==> src/hw/rtl/fhta_pkg.sv <==
package fhta_pkg;

  localparam int NUM_PROCS  = 16;
  localparam int CPU_W      = $clog2(NUM_PROCS);
  localparam int CNT_W      = CPU_W + 1;
  localparam int FRAC_BITS  = 16;
  localparam int CAP_W      = FRAC_BITS + 1;
  localparam int DATA_W     = 32;
  localparam int DVD_W      = DATA_W + FRAC_BITS;
  localparam int DIV_STEPS  = DVD_W;
  localparam int STEP_W     = $clog2(DIV_STEPS);

  localparam int MODE_W     = 2;
  localparam int CFG_IDX_W  = 1;
  localparam int CFG_DATA_W = CNT_W;

  localparam logic [MODE_W-1:0] MODE_BEST   = 2'd0;
  localparam logic [MODE_W-1:0] MODE_WORST  = 2'd1;
  localparam logic [MODE_W-1:0] MODE_FIRST  = 2'd2;
  localparam logic [MODE_W-1:0] MODE_SPARE  = 2'd3;

  localparam logic [CFG_IDX_W-1:0] CFG_FIT_MODE    = 1'b0;
  localparam logic [CFG_IDX_W-1:0] CFG_CPUS_IN_USE = 1'b1;

  localparam logic [CAP_W-1:0] CAP_ONE   = CAP_W'(1) << FRAC_BITS;
  localparam logic [CNT_W-1:0] CPUS_RST  = CNT_W'(NUM_PROCS);

  typedef struct packed {
    logic load;
    logic div_step;
    logic scan_step;
    logic commit;
  } cmd_t;

  typedef struct packed {
    logic scan_end;
    logic out_free;
  } sts_t;

endpackage

==> src/hw/rtl/fhta_in_if.sv <==
interface fhta_in_if;
  logic                         valid;
  logic                         ready;
  logic [fhta_pkg::DATA_W-1:0]  exec_time;
  logic [fhta_pkg::DATA_W-1:0]  period;

  modport source (output valid, exec_time, period, input ready);
  modport sink   (input valid, exec_time, period, output ready);
endinterface

==> src/hw/rtl/fhta_out_if.sv <==
interface fhta_out_if;
  logic                         valid;
  logic                         ready;
  logic                         placed;
  logic [fhta_pkg::CPU_W-1:0]   proc_id;
  logic [fhta_pkg::CAP_W-1:0]   capacity_left;

  modport source (output valid, placed, proc_id, capacity_left, input ready);
  modport sink   (input valid, placed, proc_id, capacity_left, output ready);
endinterface

==> src/hw/rtl/fhta_ctrl.sv <==
module fhta_ctrl (
  input  logic                clk,
  input  logic                rst_n,
  input  logic                in_valid,
  output logic                in_ready,
  input  fhta_pkg::sts_t      sts,
  output fhta_pkg::cmd_t      cmd
);

  localparam logic [1:0] S_IDLE   = 2'd0;
  localparam logic [1:0] S_DIV    = 2'd1;
  localparam logic [1:0] S_SCAN   = 2'd2;
  localparam logic [1:0] S_COMMIT = 2'd3;

  logic [1:0]                    state_r, state_nxt;
  logic [fhta_pkg::STEP_W-1:0]   step_r, step_nxt;

  always_comb begin
    state_nxt = state_r;
    step_nxt  = step_r;
    cmd       = '0;
    in_ready  = 1'b0;
    unique case (state_r)
      S_IDLE: begin
        in_ready = 1'b1;
        if (in_valid) begin
          cmd.load  = 1'b1;
          step_nxt  = '0;
          state_nxt = S_DIV;
        end
      end
      S_DIV: begin
        cmd.div_step = 1'b1;
        step_nxt     = step_r + 1'b1;
        if (step_r == fhta_pkg::STEP_W'(fhta_pkg::DIV_STEPS - 1)) begin
          state_nxt = S_SCAN;
        end
      end
      S_SCAN: begin
        if (sts.scan_end) begin
          state_nxt = S_COMMIT;
        end else begin
          cmd.scan_step = 1'b1;
        end
      end
      S_COMMIT: begin
        if (sts.out_free) begin
          cmd.commit = 1'b1;
          state_nxt  = S_IDLE;
        end
      end
      default: state_nxt = S_IDLE;
    endcase
  end

  always_ff @(posedge clk) begin
    if (!rst_n) begin
      state_r <= S_IDLE;
      step_r  <= '0;
    end else begin
      state_r <= state_nxt;
      step_r  <= step_nxt;
    end
  end

endmodule

==> src/hw/rtl/fhta_dp.sv <==
module fhta_dp (
  input  logic                              clk,
  input  logic                              rst_n,
  input  logic                              cfg_we,
  input  logic [fhta_pkg::CFG_IDX_W-1:0]    cfg_index,
  input  logic [fhta_pkg::CFG_DATA_W-1:0]   cfg_data,
  input  logic [fhta_pkg::DATA_W-1:0]       exec_time,
  input  logic [fhta_pkg::DATA_W-1:0]       period,
  input  logic                              out_ready,
  output logic                              out_valid,
  output logic                              out_placed,
  output logic [fhta_pkg::CPU_W-1:0]        out_proc_id,
  output logic [fhta_pkg::CAP_W-1:0]        out_capacity_left,
  input  fhta_pkg::cmd_t                    cmd,
  output fhta_pkg::sts_t                    sts
);

  logic [fhta_pkg::MODE_W-1:0]   mode_r;
  logic [fhta_pkg::CNT_W-1:0]    cpus_r;

  logic [fhta_pkg::DATA_W-1:0]   per_r;
  logic [fhta_pkg::DATA_W-1:0]   rem_r;
  logic [fhta_pkg::DVD_W-1:0]    dvd_r;
  logic [fhta_pkg::DATA_W:0]     rem_sh;
  logic                          rem_ge;

  logic [fhta_pkg::CAP_W-1:0]    cap_r [fhta_pkg::NUM_PROCS];
  logic [fhta_pkg::CPU_W-1:0]    idx_r;
  logic [fhta_pkg::CPU_W-1:0]    pick_r;
  logic [fhta_pkg::CAP_W-1:0]    best_r;
  logic                          found_r;
  logic                          over_r;

  logic                          out_valid_r;
  logic                          placed_r;
  logic [fhta_pkg::CPU_W-1:0]    cpu_r;
  logic [fhta_pkg::CAP_W-1:0]    left_r;

  logic [fhta_pkg::CAP_W-1:0]    util;
  logic                          util_big;
  logic [fhta_pkg::CNT_W-1:0]    n_eff;
  logic [fhta_pkg::CAP_W-1:0]    cap_cur;
  logic                          fits;
  logic                          first_fit;
  logic                          take;
  logic                          last;
  logic [fhta_pkg::CAP_W-1:0]    new_cap;

  assign rem_sh = {rem_r, dvd_r[fhta_pkg::DVD_W-1]};
  assign rem_ge = rem_sh >= {1'b0, per_r};

  assign util     = dvd_r[fhta_pkg::CAP_W-1:0];
  assign util_big = |dvd_r[fhta_pkg::DVD_W-1:fhta_pkg::CAP_W];
  assign n_eff    = (cpus_r > fhta_pkg::CPUS_RST) ? fhta_pkg::CPUS_RST : cpus_r;
  assign cap_cur  = cap_r[idx_r];
  assign fits     = !util_big && (cap_cur >= util);
  assign first_fit = (mode_r == fhta_pkg::MODE_FIRST) || (mode_r == fhta_pkg::MODE_SPARE);
  assign last     = ({1'b0, idx_r} + fhta_pkg::CNT_W'(1)) == n_eff;
  assign new_cap  = best_r - util;

  always_comb begin
    take = 1'b0;
    if (fits) begin
      priority if (!found_r) begin
        take = 1'b1;
      end else if (mode_r == fhta_pkg::MODE_BEST) begin
        take = cap_cur < best_r;
      end else if (mode_r == fhta_pkg::MODE_WORST) begin
        take = cap_cur > best_r;
      end else begin
        take = 1'b0;
      end
    end
  end

  assign sts.scan_end = (n_eff == '0) || over_r || (first_fit && found_r);
  assign sts.out_free = !out_valid_r || out_ready;

  always_ff @(posedge clk) begin
    if (!rst_n) begin
      mode_r <= fhta_pkg::MODE_BEST;
      cpus_r <= fhta_pkg::CPUS_RST;
    end else if (cfg_we) begin
      unique case (cfg_index)
        fhta_pkg::CFG_FIT_MODE:    mode_r <= cfg_data[fhta_pkg::MODE_W-1:0];
        fhta_pkg::CFG_CPUS_IN_USE: cpus_r <= cfg_data;
        default: ;
      endcase
    end
  end

  always_ff @(posedge clk) begin
    if (cmd.load) begin
      per_r <= period;
      rem_r <= '0;
      dvd_r <= {exec_time, fhta_pkg::FRAC_BITS'(0)};
    end else if (cmd.div_step) begin
      rem_r <= rem_ge ? fhta_pkg::DATA_W'(rem_sh - {1'b0, per_r})
                      : rem_sh[fhta_pkg::DATA_W-1:0];
      dvd_r <= {dvd_r[fhta_pkg::DVD_W-2:0], rem_ge};
    end
  end

  always_ff @(posedge clk) begin
    if (!rst_n) begin
      found_r <= 1'b0;
      over_r  <= 1'b0;
      idx_r   <= '0;
    end else if (cmd.load) begin
      found_r <= 1'b0;
      over_r  <= 1'b0;
      idx_r   <= '0;
    end else if (cmd.scan_step) begin
      if (take) begin
        found_r <= 1'b1;
      end
      over_r <= last;
      idx_r  <= idx_r + 1'b1;
    end
  end

  always_ff @(posedge clk) begin
    if (cmd.scan_step && take) begin
      pick_r <= idx_r;
      best_r <= cap_cur;
    end
  end

  always_ff @(posedge clk) begin
    if (!rst_n) begin
      for (int i = 0; i < fhta_pkg::NUM_PROCS; i++) begin
        cap_r[i] <= fhta_pkg::CAP_ONE;
      end
    end else if (cmd.commit && found_r) begin
      cap_r[pick_r] <= new_cap;
    end
  end

  always_ff @(posedge clk) begin
    if (!rst_n) begin
      out_valid_r <= 1'b0;
    end else if (cmd.commit) begin
      out_valid_r <= 1'b1;
    end else if (out_ready) begin
      out_valid_r <= 1'b0;
    end
  end

  always_ff @(posedge clk) begin
    if (cmd.commit) begin
      placed_r <= found_r;
      cpu_r    <= found_r ? pick_r : '0;
      left_r   <= found_r ? new_cap : '0;
    end
  end

  assign out_valid         = out_valid_r;
  assign out_placed        = placed_r;
  assign out_proc_id       = cpu_r;
  assign out_capacity_left = left_r;

endmodule

==> src/hw/rtl/fit_heuristic_task_allocator_unit.sv <==
// Fit-heuristic task allocator: each input beat carries one task (execution
// time and period); the block forms its Q1.16 utilisation floor(C*65536/T),
// places it on processor 0..cpus_in_use-1 by best, worst or first fit
// (fit_mode 0/1/2, mode 3 acts as first fit, ties go to the lowest index)
// and returns one result beat with placed, proc_id and capacity_left.
// A zero period or a utilisation above the free capacity of every processor
// gives placed 0 with zeroed fields and leaves all capacities alone. Capacities
// start at 1.0 after reset. One task is handled at a time: once the input
// beat is taken, the task passes through the bit-serial restoring divider,
// then a scan over the processors one by one (cpus_in_use saturated at 16,
// or up to and including the first hit under first fit), a step that ends
// the scan and a commit step, after which the result beat is presented. The
// next task can be taken in the cycle after the commit. A finished result
// sits in an output register, so the result beat may be stalled while the
// next task is being worked on; that task then waits at its commit. Write the
// configuration registers only while the block is idle.
module fit_heuristic_task_allocator_unit (
  input  logic                              clk,
  input  logic                              rst_n,
  input  logic                              cfg_we,
  input  logic [fhta_pkg::CFG_IDX_W-1:0]    cfg_index,
  input  logic [fhta_pkg::CFG_DATA_W-1:0]   cfg_data,
  fhta_in_if.sink                           in_ch,
  fhta_out_if.source                        out_ch
);

  fhta_pkg::cmd_t cmd;
  fhta_pkg::sts_t sts;

  fhta_ctrl u_ctrl (
    .clk      (clk),
    .rst_n    (rst_n),
    .in_valid (in_ch.valid),
    .in_ready (in_ch.ready),
    .sts      (sts),
    .cmd      (cmd)
  );

  fhta_dp u_dp (
    .clk               (clk),
    .rst_n             (rst_n),
    .cfg_we            (cfg_we),
    .cfg_index         (cfg_index),
    .cfg_data          (cfg_data),
    .exec_time         (in_ch.exec_time),
    .period            (in_ch.period),
    .out_ready         (out_ch.ready),
    .out_valid         (out_ch.valid),
    .out_placed        (out_ch.placed),
    .out_proc_id       (out_ch.proc_id),
    .out_capacity_left (out_ch.capacity_left),
    .cmd               (cmd),
    .sts               (sts)
  );

endmodule

==> src/flat_wrapper.sv <==
// flat-port wrapper written by rule: the top's interface ports become plain ports
module fit_heuristic_task_allocator_unit_flat 
  (clk, rst_n, cfg_we, cfg_index, cfg_data, in_ch_valid, in_ch_exec_time, in_ch_period, in_ch_ready, out_ch_valid, out_ch_placed, out_ch_proc_id, out_ch_capacity_left, out_ch_ready);
  fhta_in_if in_ch_i ();
  fhta_out_if out_ch_i ();
  input  logic clk;
  input  logic rst_n;
  input  logic cfg_we;
  input  logic [fhta_pkg::CFG_IDX_W-1:0] cfg_index;
  input  logic [fhta_pkg::CFG_DATA_W-1:0] cfg_data;
  input wire logic [$bits(in_ch_i.valid)-1:0] in_ch_valid;
  input wire logic [$bits(in_ch_i.exec_time)-1:0] in_ch_exec_time;
  input wire logic [$bits(in_ch_i.period)-1:0] in_ch_period;
  output wire logic [$bits(in_ch_i.ready)-1:0] in_ch_ready;
  output wire logic [$bits(out_ch_i.valid)-1:0] out_ch_valid;
  output wire logic [$bits(out_ch_i.placed)-1:0] out_ch_placed;
  output wire logic [$bits(out_ch_i.proc_id)-1:0] out_ch_proc_id;
  output wire logic [$bits(out_ch_i.capacity_left)-1:0] out_ch_capacity_left;
  input wire logic [$bits(out_ch_i.ready)-1:0] out_ch_ready;
  assign in_ch_i.valid = in_ch_valid;
  assign in_ch_i.exec_time = in_ch_exec_time;
  assign in_ch_i.period = in_ch_period;
  assign in_ch_ready = in_ch_i.ready;
  assign out_ch_valid = out_ch_i.valid;
  assign out_ch_placed = out_ch_i.placed;
  assign out_ch_proc_id = out_ch_i.proc_id;
  assign out_ch_capacity_left = out_ch_i.capacity_left;
  assign out_ch_i.ready = out_ch_ready;
  fit_heuristic_task_allocator_unit u_core (.clk(clk), .rst_n(rst_n), .cfg_we(cfg_we), .cfg_index(cfg_index), .cfg_data(cfg_data), .in_ch(in_ch_i), .out_ch(out_ch_i));
endmodule
==> config.mk <==
export PLATFORM = sky130hd
export DESIGN_NAME = fit_heuristic_task_allocator_unit_flat
export DESIGN_NICKNAME = d
export VERILOG_FILES = /design/src/hw/rtl/fhta_pkg.sv /design/src/hw/rtl/fhta_in_if.sv /design/src/hw/rtl/fhta_out_if.sv /design/src/hw/rtl/fhta_ctrl.sv /design/src/hw/rtl/fhta_dp.sv /design/src/hw/rtl/fit_heuristic_task_allocator_unit.sv /design/src/flat_wrapper.sv
export SDC_FILE = /design/constraint.sdc
export NUM_CORES = 1
export LEC_CHECK = 0
export ABC_AREA = 0
export BUFFER_PORTS_ARGS = -buffer_cell sky130_fd_sc_hd__buf_4
export CAP_MARGIN = 25
export CELL_PAD_IN_SITES_DETAIL_PLACEMENT = 1
export CELL_PAD_IN_SITES_GLOBAL_PLACEMENT = 1
export CORE_UTILIZATION = 25
export CTS_CLUSTER_SIZE = 16
export DETAILED_ROUTE_END_ITERATION = 10
export PLACE_DENSITY = 0.45
export SETUP_SLACK_MARGIN = 0.02
export SYNTH_ARGS = -nofsm -noshare
export SYNTH_HDL_FRONTEND = slang
export SYNTH_SLANG_ARGS = --single-unit
==> constraint.sdc <==
create_clock -name clk -period 7.6 [get_ports clk]
set_input_delay 1.9 -clock clk [delete_from_list [all_inputs] [get_ports clk]]
set_output_delay 1.9 -clock clk [all_outputs]
set_load 0.01 [all_outputs]
==> results.md, run 1 <==
- Run status: completed
- CTS tree: built
- Number of cells upsized or downsized after cts: 0
- Area of the mapped netlist: 21,900 um2
- Area enclosed by the die boundary: 88,800 um2
- Biggest area consumer among synthesized cells: sky130_fd_sc_hd__edfxtp_1
- Number of different library cells in the post-synthesis netlist: 67
- Pwr/cell area: 307 nW/um2
- # setup viols final: 0
- Internal power component: 5.33 mW
- Vias per std cell: 4.70
- Layout Utilization: 0.298
- Register-to-register setup slack: 2290 ps
- Initial Util: 0.253
- Area share of the leading cell type in the synthesized netlist: 0.520
- Leading post-synthesis cells by instance count: sky130_fd_sc_hd__edfxtp_1, sky130_fd_sc_hd__nor2_1, sky130_fd_sc_hd__nand2_1
- Area inside the core boundary: 86,800 um2
- Sink Count: 453
- Number of flops mapped to enable cells by yosys: 379
- Number of nets produced by synthesis: 1,962
- Clk pin slew, worst setup/hold paths: 60 ps
- Upper clock frequency limit: 188 MHz
- Max Transition Viols Final: 0
- Ys async rst share: 0
- Clock Root Buffer: sky130_fd_sc_hd__clkbuf_16
- Worst hold slack across all endpoints: 470 ps
- Mean post-synth cell area: 12.2 um2
- Number of warning messages in the yosys log: 0
- Req. time, crit path: 7900 ps
- Switching share of total power: 0.328
- ANT cells: 0
- Worst Path Max Fanout: 39
- Final Hold Viols: 0
- Layout-stage area growth over the synthesis result: 17.8%
- Number of buffer cells added on primary ports: 98
- Footprint of the multi-input gates: 8370 um2
- Overall fraction of global-route tracks in use: 0.157
- Number of cells on the worst reg-to-reg path: 11
- Psw: 2.60 mW
- Share of the clock period used by the worst path: 0.698
- HPWL reported at the end of detailed placement: 48,600 um
- Total power: 7.94 mW
- Overall die height: 298 um
- Rel. slew slack: 0.282
- Maximum number of pins on one net before global-route repair: 67
- Reg-to-Reg End: u_core.u_dp.pick_r[0]$_DFFE_PP_
- Transition at the pin with the smallest max-transition slack: 1080 ps
- Worst Hold Path EP: u_core.u_dp.cpus_r[0]$_SDFFE_PN0P_
- Number of levels in the clock H-tree: 2
- Hold-critical path depth: 2
- DRC Markers: 0
- Crit path DAT: 5600 ps
- Clock network fraction of design power: 0.327
- Fill cell count: 9,583
- Number of storage elements in the synthesis netlist: 453
- Count of TritonRoute iterations in the first routing pass: 5
- CP startpoint kind: register
- Share of post-route cells with drive strength above 1: 0.167
- Type of the tightest min-delay check: reg -> reg
- Via count of the first global-routing pass: 15,488
- Setup repair after global routing missed its margin: no
- GR Overflow Total: 0
- IO Count: 99
- Count leader, synth: sky130_fd_sc_hd__edfxtp_1
- Worst ir drop on vdd: 0.154 mV
- Sequential fraction of design power: 0.404
- Max Buffers Root-to-Sink: 3
- Clock latency reported for the late side of the worst-skew pair: 640 ps
- Starting DRC count in detailed routing: 728
- Average routed wire per standard cell: 22.7 um
- Ys flop type: sky130_fd_sc_hd__edfxtp_1
- Critical path start-end classification: reg -> reg
- Die width: 298 um
- Routability congestion estimate: 0.773
- Overall via count from detail_route: 14,484
- Total negative setup slack: 0 ps
- Number of antenna violations at the first check in global routing: 2
- Number of max-cap violations: 0
- Leak pwr: 9.57 nW
- Startpoint of the tightest hold check path: u_core.u_dp.cpus_r[0]$_SDFFE_PN0P_
- Antenna Violating Nets Remaining: 0
- Buffers inserted during post-CTS setup optimization: 0
- Portion of the post-synthesis area used by sequential elements: 0.587
- Hold_buf cts: 0
- Total clock buffers created by CTS: 53
- Rows: 108
- Cell types with the largest area share after synthesis: sky130_fd_sc_hd__edfxtp_1, sky130_fd_sc_hd__mux4_2, sky130_fd_sc_hd__dfxtp_1, sky130_fd_sc_hd__nor2_1, sky130_fd_sc_hd__ha_1
- Seq. cell area: 12,900 um2
- Max Clock Skew: 37.6 ps
- Setup crit end kind: register
- Cells after Synth: 1,797
- Final critical path time including I/O delays and setup: 5310 ps
- Portion of total power attributed to combinational logic: 0.269
- Wirelength, routed: 69,900 um
- Total number of nets in the final design: 2,052
- Global-route wire length before repair: 104,000 um
==> power by group through the flow <==
stage,Combinational [mW],Sequential (mW),Clock [mW]
2_1_floorplan,1.57,3.17,0
3_3_place_gp,2.14,3.26,0
3_5_place_dp,2.17,3.26,0
4_1_cts,2.18,3.21,2.68
5_1_grt,2.39,3.24,2.76
6_report,2.14,3.20,2.60
==> per-layer routing <==
layer  vias to the layer above  track usage  routed length, um
met5                         -            0                  0
met4                         0       0.0451               1750
met3                        82       0.0229               2670
met2                       247        0.260              33100
met1                      7426        0.212              32300
li1                       6729            -                  -
==> worst max-delay path: stages, from the launching register on <==
cell and delay (ps):
sky130_fd_sc_hd__dfxtp_4 890, sky130_fd_sc_hd__buf_4 410, sky130_fd_sc_hd__mux4_2 590, sky130_fd_sc_hd__mux4_2 560
sky130_fd_sc_hd__ha_1 340, sky130_fd_sc_hd__nand4_1 150, sky130_fd_sc_hd__o41ai_1 430, sky130_fd_sc_hd__a21o_1 170
sky130_fd_sc_hd__a211oi_1 70, sky130_fd_sc_hd__a2111o_1 450, sky130_fd_sc_hd__a21oi_2 480, sky130_fd_sc_hd__buf_4 350
==> cell families after synthesis <==
logic type | after synthesis | share of synthesized area
AO/OA/AOI/OAI | 233 | 0.0677
XOR/XNOR | 51 | 0.0204
adder cells (fa/ha/maj) | 90 | 0.0521
buffers and inverters | 184 | 0.0335
flip-flops | 453 | 0.587
multiplexers | 134 | 0.110
AND/OR/NAND/NOR | 652 | 0.129
==> sequential cells by signal (all words and copies together), names as in the netlist, named ones only <==
| name | cells |
|---|---|
| u_core.u_dp.found_r | 1 |
| u_core.u_dp.over_r | 1 |
| u_core.u_dp.rem_r | 32 |
| u_core.u_dp.out_proc_id | 4 |
| u_core.u_dp.per_r | 32 |
| u_core.u_dp.pick_r | 4 |
| u_core.u_dp.cpus_r | 5 |
| u_core.u_dp.out_capacity_left | 17 |
| u_core.u_dp.idx_r | 4 |
| u_core.u_ctrl.step_r | 6 |
| u_core.u_ctrl.state_r | 2 |
| u_core.u_dp.best_r | 17 |
| u_core.u_dp.dvd_r | 48 |
| u_core.u_dp.out_valid | 1 |
| u_core.u_dp.cap_r | 272 |
| u_core.u_dp.mode_r | 2 |
| u_core.u_dp.out_placed | 1 |
==> worst max-delay path by stage <==
| stage | to | slack (ps) | cells past startpoint |
|---|---|---|---|
| 2_1_floorplan | u_core.u_dp.cap_r[14][0]$_SDFFCE_PN0P_ | 2500 | 7 |
| 3_3_place_gp | u_core.u_dp.cap_r[13][16]$_SDFFCE_PN1P_ | 1860 | 8 |
| 3_5_place_dp | u_core.u_dp.cap_r[13][16]$_SDFFCE_PN1P_ | 1780 | 8 |
| 4_1_cts | u_core.u_dp.pick_r[3]$_DFFE_PP_ | 2210 | 11 |
| 5_1_grt | u_core.u_dp.pick_r[0]$_DFFE_PP_ | 1960 | 11 |
| 6_report | u_core.u_dp.pick_r[0]$_DFFE_PP_ | 2290 | 11 |
==> metrics by stage <==
step                      cells  setup slack, ps  cell area (um2)
final                      3082             2290            25800
after global routing       3082             1960            25800
after CTS                  3081             2210            25800
after detailed placement   2986             1780            24100
after global placement     2984             1860            24000
after floorplan            1797             2500            21900
==> cell type report <==
cell class,instances,area share
Clock inverter,34,0.0150
Timing Repair Buffer,136,0.0416
Clock buffer,61,0.0525
Tap cell,1155,0.0560
Sequential cell,453,0.498
Inverter,83,0.0121
Multi-Input combinational cell,1160,0.324
==> cells in the final DEF, fill, tap and decap left out, types with 19 or more instances in the layout <==
cell / synthesis / layout
sky130_fd_sc_hd__mux4_2: 85 / 85
sky130_fd_sc_hd__a21o_1: 35 / 35
sky130_fd_sc_hd__nand3_1: 69 / 69
sky130_fd_sc_hd__dfxtp_1: 74 / 72
sky130_fd_sc_hd__xor2_1: 19 / 19
sky130_fd_sc_hd__clkbuf_16: 0 / 53
sky130_fd_sc_hd__nor2_1: 338 / 338
sky130_fd_sc_hd__xnor2_1: 32 / 30
sky130_fd_sc_hd__buf_4: 5 / 133
sky130_fd_sc_hd__edfxtp_1: 379 / 379
sky130_fd_sc_hd__a21oi_1: 78 / 77
sky130_fd_sc_hd__nand2_1: 131 / 130
sky130_fd_sc_hd__ha_1: 88 / 87
sky130_fd_sc_hd__mux2i_1: 49 / 49
sky130_fd_sc_hd__o21ai_0: 54 / 54
sky130_fd_sc_hd__inv_1: 80 / 80
Power figures use the tool's default switching activity.
==> run 2: changes to the inputs <==
- clock period: 7.6 -> 5.1 ns (I/O delays scaled with it)
==> run 2 against run 1 <==
Compared with the run above: global-route usage decreased by 0.54 points; hold slack improved by 21 ps; utilization increased by 0.37 points; first-iteration DRC count increased by 12%; critical path type unchanged; critical endpoint is now u_core.u_dp.best_r[11]$_DFFE_PP_.
==> results.md, run 2 (same netlist as run 1, synthesis figures left out) <==
- Crit path DAT: 4740 ps
- Starting DRC count in detailed routing: 815
- Buffers inserted during post-CTS setup optimization: 0
- Number of antenna violations at the first check in global routing: 2
- Clock latency reported for the late side of the worst-skew pair: 650 ps
- Vias per std cell: 4.66
- Number of cells on the worst reg-to-reg path: 11
- Max Transition Viols Final: 0
- Worst Setup Slack, final: 651 ps
- Via count of the first global-routing pass: 15,539
- Transition at the pin with the smallest max-transition slack: 1030 ps
- Share of the clock period used by the worst path: 0.872
- Worst-case setup slack after placement: 613 ps
- Total routed wire length on the met1 layer: 31,300 um
- Overall fraction of global-route tracks in use: 0.152
- HPWL reported at the end of detailed placement: 46,400 um
- Count of TritonRoute iterations in the first routing pass: 5
- ANT cells: 0
- DRC Markers: 0
- Sink Count: 453
- Share of post-route cells with drive strength above 1: 0.180
- Wirelength, routed: 67,300 um
- Most common cell after layout, fill and taps aside: sky130_fd_sc_hd__edfxtp_1
- Hold_buf cts: 0
- Register-to-register setup slack: 650 ps
- Upper clock frequency limit: 225 MHz
- Largest registers: u_core.u_dp.cap_r: 272 flops, u_core.u_dp.dvd_r: 48 flops
- Clock Root Buffer: sky130_fd_sc_hd__clkbuf_16
- Setup crit end kind: register
- Final Hold Viols: 0
- Final critical path time including I/O delays and setup: 4450 ps
- Max reg flops: 272
- Reg-to-Reg End: u_core.u_dp.best_r[11]$_DFFE_PP_
- Number of cells upsized or downsized after cts: 0
- Startpoint of the tightest hold check path: u_core.u_dp.cpus_r[0]$_SDFFE_PN0P_
- Worst Path Max Fanout: 25
- Overall die height: 298 um
- Worst hold slack across all endpoints: 491 ps
- Met3 routed wirelength: 2730 um
- Clock network fraction of design power: 0.335
- Area inside the core boundary: 86,800 um2
- Type of the tightest min-delay check: reg -> reg
- Clk pin slew, worst setup/hold paths: 60 ps
- Psw: 3.84 mW
- Leak pwr: 9.74 nW
- Number of buffer cells added on primary ports: 98
- Antenna Violating Nets Remaining: 0
- Critical path start-end classification: reg -> reg
- Internal power component: 8.01 mW
- Total length of routed met2 wires: 32,000 um
- Pwr/cell area: 453 nW/um2
- Worst Hold Path EP: u_core.u_dp.cpus_r[0]$_SDFFE_PN0P_
- Number of levels in the clock H-tree: 2
- Max Buffers Root-to-Sink: 3
- Average routed wire per standard cell: 21.6 um
- Req. time, crit path: 5400 ps
- Portion of total power attributed to combinational logic: 0.264
- Rel. slew slack: 0.308
- # setup viols final: 0
- Total number of nets in the final design: 2,080
- Area enclosed by the die boundary: 88,800 um2
- Commonest non-fill, non-tap cells in the layout: sky130_fd_sc_hd__edfxtp_1, sky130_fd_sc_hd__nor2_1, sky130_fd_sc_hd__buf_4
- Overall via count from detail_route: 14,529
- CP startpoint kind: register
- Total negative setup slack: 0 ps
- Layout-stage area growth over the synthesis result: 19.3%
- Routability congestion estimate: 0.786
- GR Overflow Total: 0
- Switching share of total power: 0.324
- Worst ir drop on vdd: 0.212 mV
- Most flops, register: u_core.u_dp.cap_r
- Global-route wire length before repair: 102,000 um
- Rows: 108
- IO Count: 99
- Initial Util: 0.253
- Die width: 298 um
- Sequential fraction of design power: 0.401
- Maximum number of pins on one net before global-route repair: 69
- Hold-critical path depth: 2
- Max Clock Skew: 73.5 ps
- CTS tree: built
- Total clock buffers created by CTS: 55
- Setup repair after global routing missed its margin: no
- Highest Signal Layer: met5
- Number of max-cap violations: 0
- Run status: completed
## run 2: cell count changes in the layout (fill, tap and decap cells not counted), moves of 2 or more
cell                        before  now
sky130_fd_sc_hd__clkbuf_16      53   55
sky130_fd_sc_hd__clkbuf_8        0    3
sky130_fd_sc_hd__buf_12          1    5
sky130_fd_sc_hd__buf_4         133  154
sky130_fd_sc_hd__clkbuf_1        8   11
sky130_fd_sc_hd__xnor2_2         0    2
sky130_fd_sc_hd__xnor2_4         2    0
## run 2: worst max-delay path: stages (launching register included)
cell and delay, ps:
sky130_fd_sc_hd__dfxtp_4 600, sky130_fd_sc_hd__buf_12 290, sky130_fd_sc_hd__mux4_2 540, sky130_fd_sc_hd__mux4_2 550, sky130_fd_sc_hd__ha_1 320, sky130_fd_sc_hd__nand4_1 150
sky130_fd_sc_hd__o41ai_1 400, sky130_fd_sc_hd__a21o_1 180, sky130_fd_sc_hd__a211oi_1 80, sky130_fd_sc_hd__a2111o_1 480, sky130_fd_sc_hd__a21oi_2 320, sky130_fd_sc_hd__buf_12 210
## run 2: worst max path at each step
| stage | slack (ps) | end | cells past startpoint | start |
|---|---|---|---|---|
| 6_report | 650 | u_core.u_dp.best_r[11]$_DFFE_PP_ | 11 | register |
| 4_1_cts | 570 | u_core.u_dp.best_r[11]$_DFFE_PP_ | 11 | register |
| 3_5_place_dp | 610 | u_core.u_dp.best_r[0]$_DFFE_PP_ | 11 | register |
| 5_1_grt | 410 | u_core.u_dp.best_r[11]$_DFFE_PP_ | 11 | register |
| 3_3_place_gp | 720 | u_core.u_dp.best_r[0]$_DFFE_PP_ | 11 | register |
| 2_1_floorplan | 180 | u_core.u_dp.best_r[0]$_DFFE_PP_ | 12 | register |
## run 2: per-stage QoR
stage               power, mW  instances  instance area (um2)  utilization
floorplan                7.06       1797                21900            -
global placement         7.97       3010                24200        0.279
detailed placement       8.01       3011                24200        0.279
CTS                      12.1       3114                26100        0.301
global route             12.6       3116                26100        0.301
finish                   11.9       3116                26100        0.301
## run 2: layout make-up
cell class | instances | area (um2)
flip-flops and latches | 453 | 12900
well taps | 1155 | 1450
inverters | 83 | 313
repair buffers | 162 | 1330
multi-input cells | 1160 | 8350
clock buffers | 69 | 1460
clock inverters | 34 | 375
fillers | 9527 | 60600
## run 2: routing by layer
layer / vias to the layer above / GRT usage
met5: - / 0
met4: 2 / 0.0347
met3: 73 / 0.0252
met2: 227 / 0.254
met1: 7447 / 0.204
li1: 6780 / -
## run 2: power groups by stage
| stage | Sequential [mW] | Combinational (mW) | Clock [mW] |
|---|---|---|---|
| CTS | 4.76 | 3.20 | 4.12 |
| global placement | 4.83 | 3.15 | 0 |
| global route | 4.80 | 3.51 | 4.25 |
| detailed placement | 4.83 | 3.18 | 0 |
| floorplan | 4.72 | 2.34 | 0 |
| finish | 4.75 | 3.13 | 3.97 |
